[config.mk]
export PLATFORM = sky130hd
export DESIGN_NAME = wheel_sync_p_controller
export DESIGN_NICKNAME = d
export VERILOG_FILES = /design/src/rtl/wsp_pkg.sv /design/src/rtl/wheel_sync_p_controller.sv
export SDC_FILE = /design/constraint.sdc
export NUM_CORES = 2
export LEC_CHECK = 0
export BUFFER_PORTS_ARGS = -buffer_cell sky130_fd_sc_hd__buf_2
export CELL_PAD_IN_SITES_DETAIL_PLACEMENT = 2
export CELL_PAD_IN_SITES_GLOBAL_PLACEMENT = 2
export CORE_MARGIN = 2
export CORE_UTILIZATION = 30
export CTS_BUF_LIST = sky130_fd_sc_hd__clkbuf_2
export DETAILED_ROUTE_END_ITERATION = 12
export GPL_TIMING_DRIVEN = 0
export PLACE_DENSITY_LB_ADDON = 0.1
export SLEW_MARGIN = 20
export SYNTH_ARGS = -nofsm -noshare
export SYNTH_HDL_FRONTEND = slang
export SYNTH_SLANG_ARGS = --single-unit
[constraint.sdc]
create_clock -name clk -period 9.15 [get_ports clk]
set_input_delay 0.4575 -clock clk [delete_from_list [all_inputs] [get_ports clk]]
set_output_delay 0.4575 -clock clk [all_outputs]
set_load 0.01 [all_outputs]
[src/rtl/wsp_pkg.sv]
`timescale 1ns / 1ps
// ----------------------------------------------------------------------------
// wsp_pkg
// Shared widths, constants, codes and helpers for the wheel sync controller.
// ----------------------------------------------------------------------------
package wsp_pkg;

	// encoder count width and derived error width
	localparam int COUNT_BITS     = 32;
	localparam int ERR_BITS       = COUNT_BITS + 2;

	// gain fixed point
	localparam int GAIN_FRAC_BITS = 16;
	localparam int GAIN_BITS      = 16;

	// drive command limits
	localparam int DRIVE_BITS     = 8;
	localparam int DRIVE_MAX      = 100;

	// error magnitude clamp before the gain multiply; 2^8 times the smallest
	// nonzero gain already drives any speed past the saturation limit
	localparam int ECLAMP_BITS    = GAIN_FRAC_BITS + 8;
	localparam int ECLAMP_W       = ECLAMP_BITS + 1;
	localparam logic signed [ERR_BITS-1:0] ECLAMP_POS =
		ERR_BITS'((64'd1 << ECLAMP_BITS) - 64'd1);
	localparam logic signed [ERR_BITS-1:0] ECLAMP_NEG = -ECLAMP_POS;

	// gain product and running sum
	localparam int PROD_W         = GAIN_BITS + 1 + ECLAMP_W;
	localparam int TOTAL_W        = PROD_W + 1;
	localparam int QUOT_W         = TOTAL_W - GAIN_FRAC_BITS;

	// divide by 50 through a reciprocal: q = (n * RECIP_50) >> RECIP_SHIFT,
	// exact for every n up to 2^31
	localparam int RECIP_SHIFT    = 37;
	localparam logic [31:0] RECIP_50 = 32'd2748779070;
	localparam int QDIV_W         = 26;

	// elapsed time
	localparam int ELAPSED_BITS   = 32;

	// config register widths
	localparam int LIMIT_BITS     = 31;
	localparam int CYCLE_BITS     = 10;
	localparam int CFG_DATA_BITS  = 31;
	localparam int CFG_IDX_BITS   = 3;

	// config register indexes
	typedef enum logic [CFG_IDX_BITS-1:0] {
		CFG_LEFT_SPEED  = 3'd0,
		CFG_RIGHT_SPEED = 3'd1,
		CFG_LIMIT_MODE  = 3'd2,
		CFG_STOP_LIMIT  = 3'd3,
		CFG_GAIN        = 3'd4,
		CFG_CYCLE_MS    = 3'd5
	} cfg_idx_t;

	// item codes
	localparam logic OP_START  = 1'b0;
	localparam logic OP_SAMPLE = 1'b1;

	// limit modes
	localparam logic MODE_TICKS   = 1'b0;
	localparam logic MODE_ELAPSED = 1'b1;

	// reset values
	localparam logic signed [DRIVE_BITS-1:0] RST_LEFT_SPEED  = 8'sd70;
	localparam logic signed [DRIVE_BITS-1:0] RST_RIGHT_SPEED = 8'sd70;
	localparam logic                         RST_LIMIT_MODE  = MODE_ELAPSED;
	localparam logic [LIMIT_BITS-1:0]        RST_STOP_LIMIT  = 31'd5000;
	localparam logic [GAIN_BITS-1:0]         RST_GAIN        = 16'd19661;
	localparam logic [CYCLE_BITS-1:0]        RST_CYCLE_MS    = 10'd50;

	// clamp a wide signed value to +-DRIVE_MAX
	function automatic logic signed [DRIVE_BITS-1:0] sat_drive(
		input logic signed [QUOT_W-1:0] x
	);
		logic signed [DRIVE_BITS-1:0] r;
		if (x > QUOT_W'(DRIVE_MAX))
			r = DRIVE_BITS'(DRIVE_MAX);
		else if (x < -QUOT_W'(DRIVE_MAX))
			r = -DRIVE_BITS'(DRIVE_MAX);
		else
			r = x[DRIVE_BITS-1:0];
		return r;
	endfunction

endpackage

[src/rtl/wheel_sync_p_controller.sv]
`timescale 1ns / 1ps
// ----------------------------------------------------------------------------
// wheel_sync_p_controller
// Proportional speed sync for a two-wheel drive: corrects the left encoder
// count, forms tick deltas from latched baselines, and scales the error into
// a saturated right drive command, with a stop flag on ticks or time.
// ----------------------------------------------------------------------------
//  channel | signals                                   | transfer when
//  --------+-------------------------------------------+--------------------
//  input   | in_valid in_ready op left_count right_count | in_valid & in_ready
//  output  | out_valid out_ready left_drive right_drive  | out_valid & out_ready
//          | running sync_error                         |
//  config  | cfg_valid cfg_ready cfg_index cfg_data     | cfg_valid & cfg_ready
//
//  Five register stages: input, divide-by-50 product, error and state update,
//  gain product, result. One item per cycle sustained while out_ready is high.
//  Each stage loads whenever it is empty or moving on, so bubbles absorb an
//  output stall before in_ready drops. Reset restores the config defaults and
//  clears the baselines and elapsed time; cfg_ready is always high.
// ----------------------------------------------------------------------------
module wheel_sync_p_controller (
	input  logic                                          clk,
	input  logic                                          arst_n,
	// input channel
	input  logic                                          in_valid,
	output logic                                          in_ready,
	input  logic                                          op,
	input  logic signed [31:0]                            left_count,
	input  logic signed [31:0]                            right_count,
	// output channel
	output logic                                          out_valid,
	input  logic                                          out_ready,
	output logic signed [wsp_pkg::DRIVE_BITS-1:0]         left_drive,
	output logic signed [wsp_pkg::DRIVE_BITS-1:0]         right_drive,
	output logic                                          running,
	output logic signed [wsp_pkg::ERR_BITS-1:0]           sync_error,
	// config channel
	input  logic                                          cfg_valid,
	output logic                                          cfg_ready,
	input  logic [wsp_pkg::CFG_IDX_BITS-1:0]              cfg_index,
	input  logic [wsp_pkg::CFG_DATA_BITS-1:0]             cfg_data
);

	localparam int CB = wsp_pkg::COUNT_BITS;
	localparam int EB = wsp_pkg::ERR_BITS;
	localparam int FB = wsp_pkg::GAIN_FRAC_BITS;

	// config registers
	logic signed [wsp_pkg::DRIVE_BITS-1:0] left_speed_q;
	logic signed [wsp_pkg::DRIVE_BITS-1:0] right_speed_q;
	logic                                  limit_mode_q;
	logic [wsp_pkg::LIMIT_BITS-1:0]        stop_limit_q;
	logic [wsp_pkg::GAIN_BITS-1:0]         gain_q;
	logic [wsp_pkg::CYCLE_BITS-1:0]        cycle_ms_q;

	// state
	logic signed [CB-1:0]                  left_base_q;
	logic signed [CB-1:0]                  right_base_q;
	logic [wsp_pkg::ELAPSED_BITS-1:0]      elapsed_q;

	// stage valids and load enables
	logic v_s1, v_s2, v_s3, v_s4;
	logic rdy_s1, rdy_s2, rdy_s3, rdy_s4, rdy_out;

	// stage payloads
	logic                                  op_s1, op_s2;
	logic signed [31:0]                    lc_s1, lc_s2, rc_s1, rc_s2;
	logic                                  lneg_s2;
	logic [wsp_pkg::QDIV_W-1:0]            q_s2;
	logic signed [EB-1:0]                  err_s3, err_s4;
	logic                                  run_s3, run_s4;
	logic signed [wsp_pkg::TOTAL_W-1:0]    total_s4;

	// ready chain: a stage loads when empty or when its contents move on
	assign rdy_out  = !out_valid || out_ready;
	assign rdy_s4   = !v_s4 || rdy_out;
	assign rdy_s3   = !v_s3 || rdy_s4;
	assign rdy_s2   = !v_s2 || rdy_s3;
	assign rdy_s1   = !v_s1 || rdy_s2;
	assign in_ready = rdy_s1;
	assign cfg_ready = 1'b1;

	// config writes
	always_ff @(posedge clk or negedge arst_n) begin
		if (!arst_n) begin
			left_speed_q  <= wsp_pkg::RST_LEFT_SPEED;
			right_speed_q <= wsp_pkg::RST_RIGHT_SPEED;
			limit_mode_q  <= wsp_pkg::RST_LIMIT_MODE;
			stop_limit_q  <= wsp_pkg::RST_STOP_LIMIT;
			gain_q        <= wsp_pkg::RST_GAIN;
			cycle_ms_q    <= wsp_pkg::RST_CYCLE_MS;
		end else if (cfg_valid && cfg_ready) begin
			case (wsp_pkg::cfg_idx_t'(cfg_index))
				wsp_pkg::CFG_LEFT_SPEED:  left_speed_q  <= cfg_data[wsp_pkg::DRIVE_BITS-1:0];
				wsp_pkg::CFG_RIGHT_SPEED: right_speed_q <= cfg_data[wsp_pkg::DRIVE_BITS-1:0];
				wsp_pkg::CFG_LIMIT_MODE:  limit_mode_q  <= cfg_data[0];
				wsp_pkg::CFG_STOP_LIMIT:  stop_limit_q  <= cfg_data[wsp_pkg::LIMIT_BITS-1:0];
				wsp_pkg::CFG_GAIN:        gain_q        <= cfg_data[wsp_pkg::GAIN_BITS-1:0];
				wsp_pkg::CFG_CYCLE_MS:    cycle_ms_q    <= cfg_data[wsp_pkg::CYCLE_BITS-1:0];
				default: ;
			endcase
		end
	end

	// stage valids
	always_ff @(posedge clk or negedge arst_n) begin
		if (!arst_n) begin
			v_s1      <= 1'b0;
			v_s2      <= 1'b0;
			v_s3      <= 1'b0;
			v_s4      <= 1'b0;
			out_valid <= 1'b0;
		end else begin
			if (rdy_s1)  v_s1      <= in_valid;
			if (rdy_s2)  v_s2      <= v_s1;
			if (rdy_s3)  v_s3      <= v_s2;
			if (rdy_s4)  v_s4      <= v_s3;
			if (rdy_out) out_valid <= v_s4;
		end
	end

	// stage 1: input register
	always_ff @(posedge clk) begin
		if (rdy_s1) begin
			op_s1 <= op;
			lc_s1 <= left_count;
			rc_s1 <= right_count;
		end
	end

	// stage 2: |left| / 50 by reciprocal multiply
	logic [31:0] labs;
	logic [63:0] div_prod;
	assign labs     = lc_s1[31] ? 32'(-lc_s1) : 32'(lc_s1);
	assign div_prod = 64'(labs) * 64'(wsp_pkg::RECIP_50);

	always_ff @(posedge clk) begin
		if (rdy_s2) begin
			op_s2   <= op_s1;
			lc_s2   <= lc_s1;
			rc_s2   <= rc_s1;
			lneg_s2 <= lc_s1[31];
			q_s2    <= div_prod[wsp_pkg::RECIP_SHIFT +: wsp_pkg::QDIV_W];
		end
	end

	// stage 3: corrected count, deltas, error, running flag, state update
	logic signed [CB-1:0] qs;
	logic signed [CB-1:0] lcorr, rcorr, dl, dr;
	logic signed [EB-1:0] dl_x, dr_x, err_c;
	logic [wsp_pkg::ELAPSED_BITS:0] t_sum;
	logic [wsp_pkg::ELAPSED_BITS-1:0] elapsed_d;
	logic [31:0] rabs;
	logic run_c;
	logic adv_s2;

	assign adv_s2 = v_s2 && rdy_s3;
	assign qs     = lneg_s2 ? -CB'(q_s2) : CB'(q_s2);
	assign lcorr  = CB'(lc_s2) + qs;
	assign rcorr  = CB'(rc_s2);
	assign dl     = lcorr - left_base_q;
	assign dr     = rcorr - right_base_q;
	assign dl_x   = EB'(dl);
	assign dr_x   = EB'(dr);
	assign t_sum  = {1'b0, elapsed_q} + (wsp_pkg::ELAPSED_BITS + 1)'(cycle_ms_q);
	assign rabs   = rc_s2[31] ? 32'(-rc_s2) : 32'(rc_s2);

	always_comb begin
		err_c     = '0;
		elapsed_d = '0;
		if (op_s2 == wsp_pkg::OP_SAMPLE) begin
			if (dl > 0 && dr > 0)
				err_c = dl_x - dr_x;
			else
				err_c = -(dl_x + dr_x);
			elapsed_d = t_sum[wsp_pkg::ELAPSED_BITS] ? '1 : t_sum[wsp_pkg::ELAPSED_BITS-1:0];
		end
		if (limit_mode_q == wsp_pkg::MODE_ELAPSED)
			run_c = elapsed_d < wsp_pkg::ELAPSED_BITS'(stop_limit_q);
		else
			run_c = {1'b0, rabs} < 33'(stop_limit_q);
	end

	// baselines and elapsed time follow each item as it leaves stage 2
	always_ff @(posedge clk or negedge arst_n) begin
		if (!arst_n) begin
			left_base_q  <= '0;
			right_base_q <= '0;
			elapsed_q    <= '0;
		end else if (adv_s2) begin
			elapsed_q <= elapsed_d;
			if (op_s2 == wsp_pkg::OP_START) begin
				left_base_q  <= lcorr;
				right_base_q <= rcorr;
			end
		end
	end

	always_ff @(posedge clk) begin
		if (rdy_s3) begin
			err_s3 <= err_c;
			run_s3 <= run_c;
		end
	end

	// stage 4: clamp error, gain multiply, add base speed
	logic signed [EB-1:0]                 err_cl;
	logic signed [wsp_pkg::ECLAMP_W-1:0]  err_n;
	logic signed [wsp_pkg::PROD_W-1:0]    gprod;
	logic signed [wsp_pkg::TOTAL_W-1:0]   total_c;

	always_comb begin
		if (err_s3 > wsp_pkg::ECLAMP_POS)
			err_cl = wsp_pkg::ECLAMP_POS;
		else if (err_s3 < wsp_pkg::ECLAMP_NEG)
			err_cl = wsp_pkg::ECLAMP_NEG;
		else
			err_cl = err_s3;
	end

	assign err_n   = err_cl[wsp_pkg::ECLAMP_W-1:0];
	assign gprod   = $signed({1'b0, gain_q}) * err_n;
	assign total_c = (wsp_pkg::TOTAL_W'(right_speed_q) <<< FB) + wsp_pkg::TOTAL_W'(gprod);

	always_ff @(posedge clk) begin
		if (rdy_s4) begin
			err_s4   <= err_s3;
			run_s4   <= run_s3;
			total_s4 <= total_c;
		end
	end

	// result: divide by 2^F truncating toward zero, saturate
	logic signed [wsp_pkg::QUOT_W-1:0] quot_fl, quot;
	logic frac_nz;
	assign quot_fl = total_s4[wsp_pkg::TOTAL_W-1:FB];
	assign frac_nz = |total_s4[FB-1:0];
	assign quot    = (total_s4[wsp_pkg::TOTAL_W-1] && frac_nz) ? quot_fl + 1'b1 : quot_fl;

	always_ff @(posedge clk) begin
		if (rdy_out) begin
			left_drive  <= wsp_pkg::sat_drive(wsp_pkg::QUOT_W'(left_speed_q));
			right_drive <= wsp_pkg::sat_drive(quot);
			running     <= run_s4;
			sync_error  <= err_s4;
		end
	end

endmodule

==> flow_summary.ini <==
[status]
status = finished with violations
violations = negative setup slack

[sta]
relSlewSlack_pct = 16.0
worstMarginPinSlew_ps = 1250
setup_violations = 13
rsz0062_at_grt = true
min_period_ps = 9520
fin_ws_ps = -367
min_period_over_period_pct = 104
finalHoldViolations = 0
skew_ps = 127
slew_violations = 0
max_freq_mhz = 105
tns_ps = -2450

[worst_setup_path]
cp_data_arrival_time_ps = 10860
cpMaxStageDelayCell = fa_1
end_kind = register
slowest_delay_ps = 600
start_kind = register
cp_common_cell = fa_1
required_ps = 10490
path_max_fanout = 5
setup.worst_path.class = reg -> reg

[logic_synthesis]
synth_enable_flop_cells = 320
synth-main-ff-cell = edfxtp_1
syn_area_sq_um = 62200
synth_cells = 6219
synth.distinct_cells = 93
seq_area_frac_synth_pct = 22.5
synth_area_per_cell_sq_um = 10.0
ys_warn_count = 0
syn_nets = 7891
synthArstFlopShare_pct = 35.4
yosys_register_bits = 495

[cells_and_area]
multi_input_area_sq_um = 44300
final_area_sq_um = 74200
nNetsFinal = 8663
area_growth_pct = 19.4
fillers = 22400
drive_gt1_share_pct = 14.7
instances_no_fill = 9839
seq_area_sq_um = 14000

[cts]
cts-root-buf = clkbuf_2
cts_sinks = 495
htree_num_levels = 4
clockBufferDepth = 3
clk_latency_ps = 1640
numCtsBuffers = 156
path_clk_slew_ps = 120
cts_tree = done

[die]
io_pins = 158
start_util_pct = 30.1
die_w_microns = 459
die_area_sq_um = 211000
fp-row-count = 167
dieHeight_microns = 459
core_area_sq_um = 206000

[global_routing]
grt_pass1_vias = 55200
overflow = 0
grt_pass1_wl_microns = 349000
antenna_found_initial = 13
grt_max_degree = 82
grt.total_usage_pct = 22.1

[detailed_routing]
vias = 47900
avgViaCountPerCell = 4.86
drtAntennaViolNets = 0
firstDrtPassIters = 5
wl_per_cell_microns = 23.4
drc = 0
drt_iter0_markers = 1820
wirelength_microns = 230000

[min_path]
hold_path_class = in -> reg

[placed_design]
place_area_sq_um = 67000
dp_worst_setup_slack_ps = -2590
port_buffers = 156
post-dp-hpwl_microns = 185000
globalplace.congestion = 0.838
placedCellCount = 9100

[job]
cap_violations = 0
synth_stat cells, types with 18 or more instances:
cell type,n,share of area (%)
and3_1,34,0.34
nor2b_1,107,1.1
fa_1,798,26
nor4_1,22,0.22
nor3_1,83,0.67
o41ai_1,19,0.27
a21o_1,135,1.6
inv_1,1308,7.9
xor2_1,70,0.99
o21ai_0,187,1.5
a21oi_1,284,2.3
o31ai_1,38,0.46
dfrtp_1,152,6.1
nand2b_1,59,0.59
dfstp_2,23,0.97
clkbuf_1,123,0.74
and2_1,198,2.0
a31oi_1,37,0.37
or3_1,28,0.28
a211oi_1,25,0.30
o211ai_1,18,0.22
nor2_1,212,1.3
nand3_1,96,0.77
o21a_1,46,0.56
nand2_1,358,2.2
xnor2_1,236,3.3
mux2_2,138,2.5
edfxtp_1,320,15
ha_1,770,15
nand4_1,37,0.37
o21bai_1,25,0.30
cells by family after synthesis:
| group | count (synthesis) | share of synthesized area, % |
|---|---|---|
| and+or+nand+nor | 1304 | 10.7 |
| muxes | 143 | 2.58 |
| xor gates and xnor gates | 307 | 4.35 |
| buffers and inverters | 1451 | 8.81 |
| adders and majority gates | 1568 | 41.2 |
| AOI/OAI and AO/OA | 950 | 9.84 |
| DFF | 495 | 22.5 |
| other | 1 | 0.00603 |
layout make-up:
type	instances	area share (%)
plain buffers	141	0.818
diodes	14	0.0472
multi-input cells	4273	59.7
inverters	1308	6.66
well taps	2704	4.56
repair buffers	616	7.28
clock buffers	225	1.52
flip-flops and latches	495	18.9
clock inverters	63	0.497
placed cells by master, fill, tap and decap left out, types with 152 or more instances in the layout:
| cell | count |
|---|---|
| a21oi_1 | 267 |
| and2_1 | 197 |
| buf_2 | 170 |
| clkbuf_2 | 243 |
| dfrtp_1 | 152 |
| dlygate4sd3_1 | 300 |
| edfxtp_1 | 320 |
| fa_1 | 782 |
| ha_1 | 746 |
| inv_1 | 1284 |
| nand2_1 | 354 |
| nor2_1 | 199 |
| o21ai_0 | 172 |
| xnor2_1 | 203 |
through the flow:
step                      utilization, %  hold slack [ps]
final                               36.0              315
after global placement              32.1              401
after global routing                35.9              180
after CTS                           35.5             52.4
after floorplan                        -              162
after detailed placement            32.4              348
final timing paths:
check | from | endpoint | slack [ps] | cells after the start
worst min register to register | rc_s1[10] | rc_s2[10] | 350 | 0
worst max-delay path | lc_s1[2] | q_s2[19] | -370 | 34
max in group asynchronous | arst_n | left_speed_q[1] | 7520 | 7
min in group asynchronous | arst_n | right_base_q[0] | 430 | 5
worst min-delay path | cfg_data[14] | gain_q[14] | 310 | 4
worst max register to register | lc_s1[2] | q_s2[19] | -370 | 34
state kept, by name (all words and copies together) (netlist names), 26 cells and up:
signal / cells
q_s2: 26
left_base_q: 32
right_base_q: 32
err_s3: 34
stop_limit_q: 31
rc_s2: 32
sync_error: 34
err_s4: 34
rc_s1: 32
lc_s1: 32
total_s4: 43
lc_s2: 32
elapsed_q: 32
what timing repair did:
| action | 4_1_cts | 5_1_grt |
|---|---|---|
| setup endpoints to repair | 82 | 59 |
| hold endpoints to repair | 532 | 0 |
| setup buffers | 85 | 53 |
| hold buffers | 301 | 0 |
| resized for setup | 230 | 133 |
| pin swaps | 96 | 86 |
metal layers:
| layer | up-vias | GRT usage [%] | part of all wire [%] |
|---|---|---|---|
| met5 | - | 0 | 0.0087 |
| met2 | 669 | 39.2 | 50 |
| met1 | 24900 | 28.2 | 44 |
| met4 | 2 | 6.41 | 3.2 |
| li1 | 22000 | - | - |
| met3 | 295 | 2.30 | 2.6 |
critical path, delay by kind of cell (launching register included):
family                     cells  cell delay [ps]
AOI/OAI and AO/OA              9             1890
xor gates and xnor gates       2              490
adders and majority gates      9             3820
buffers and inverters          8              970
DFF                            1              430
and+or+nand+nor                6             1590
Power is left out: the tool's default activity adds up to more than one toggle a clock period on the data nets, which glitch-free logic cannot reach.
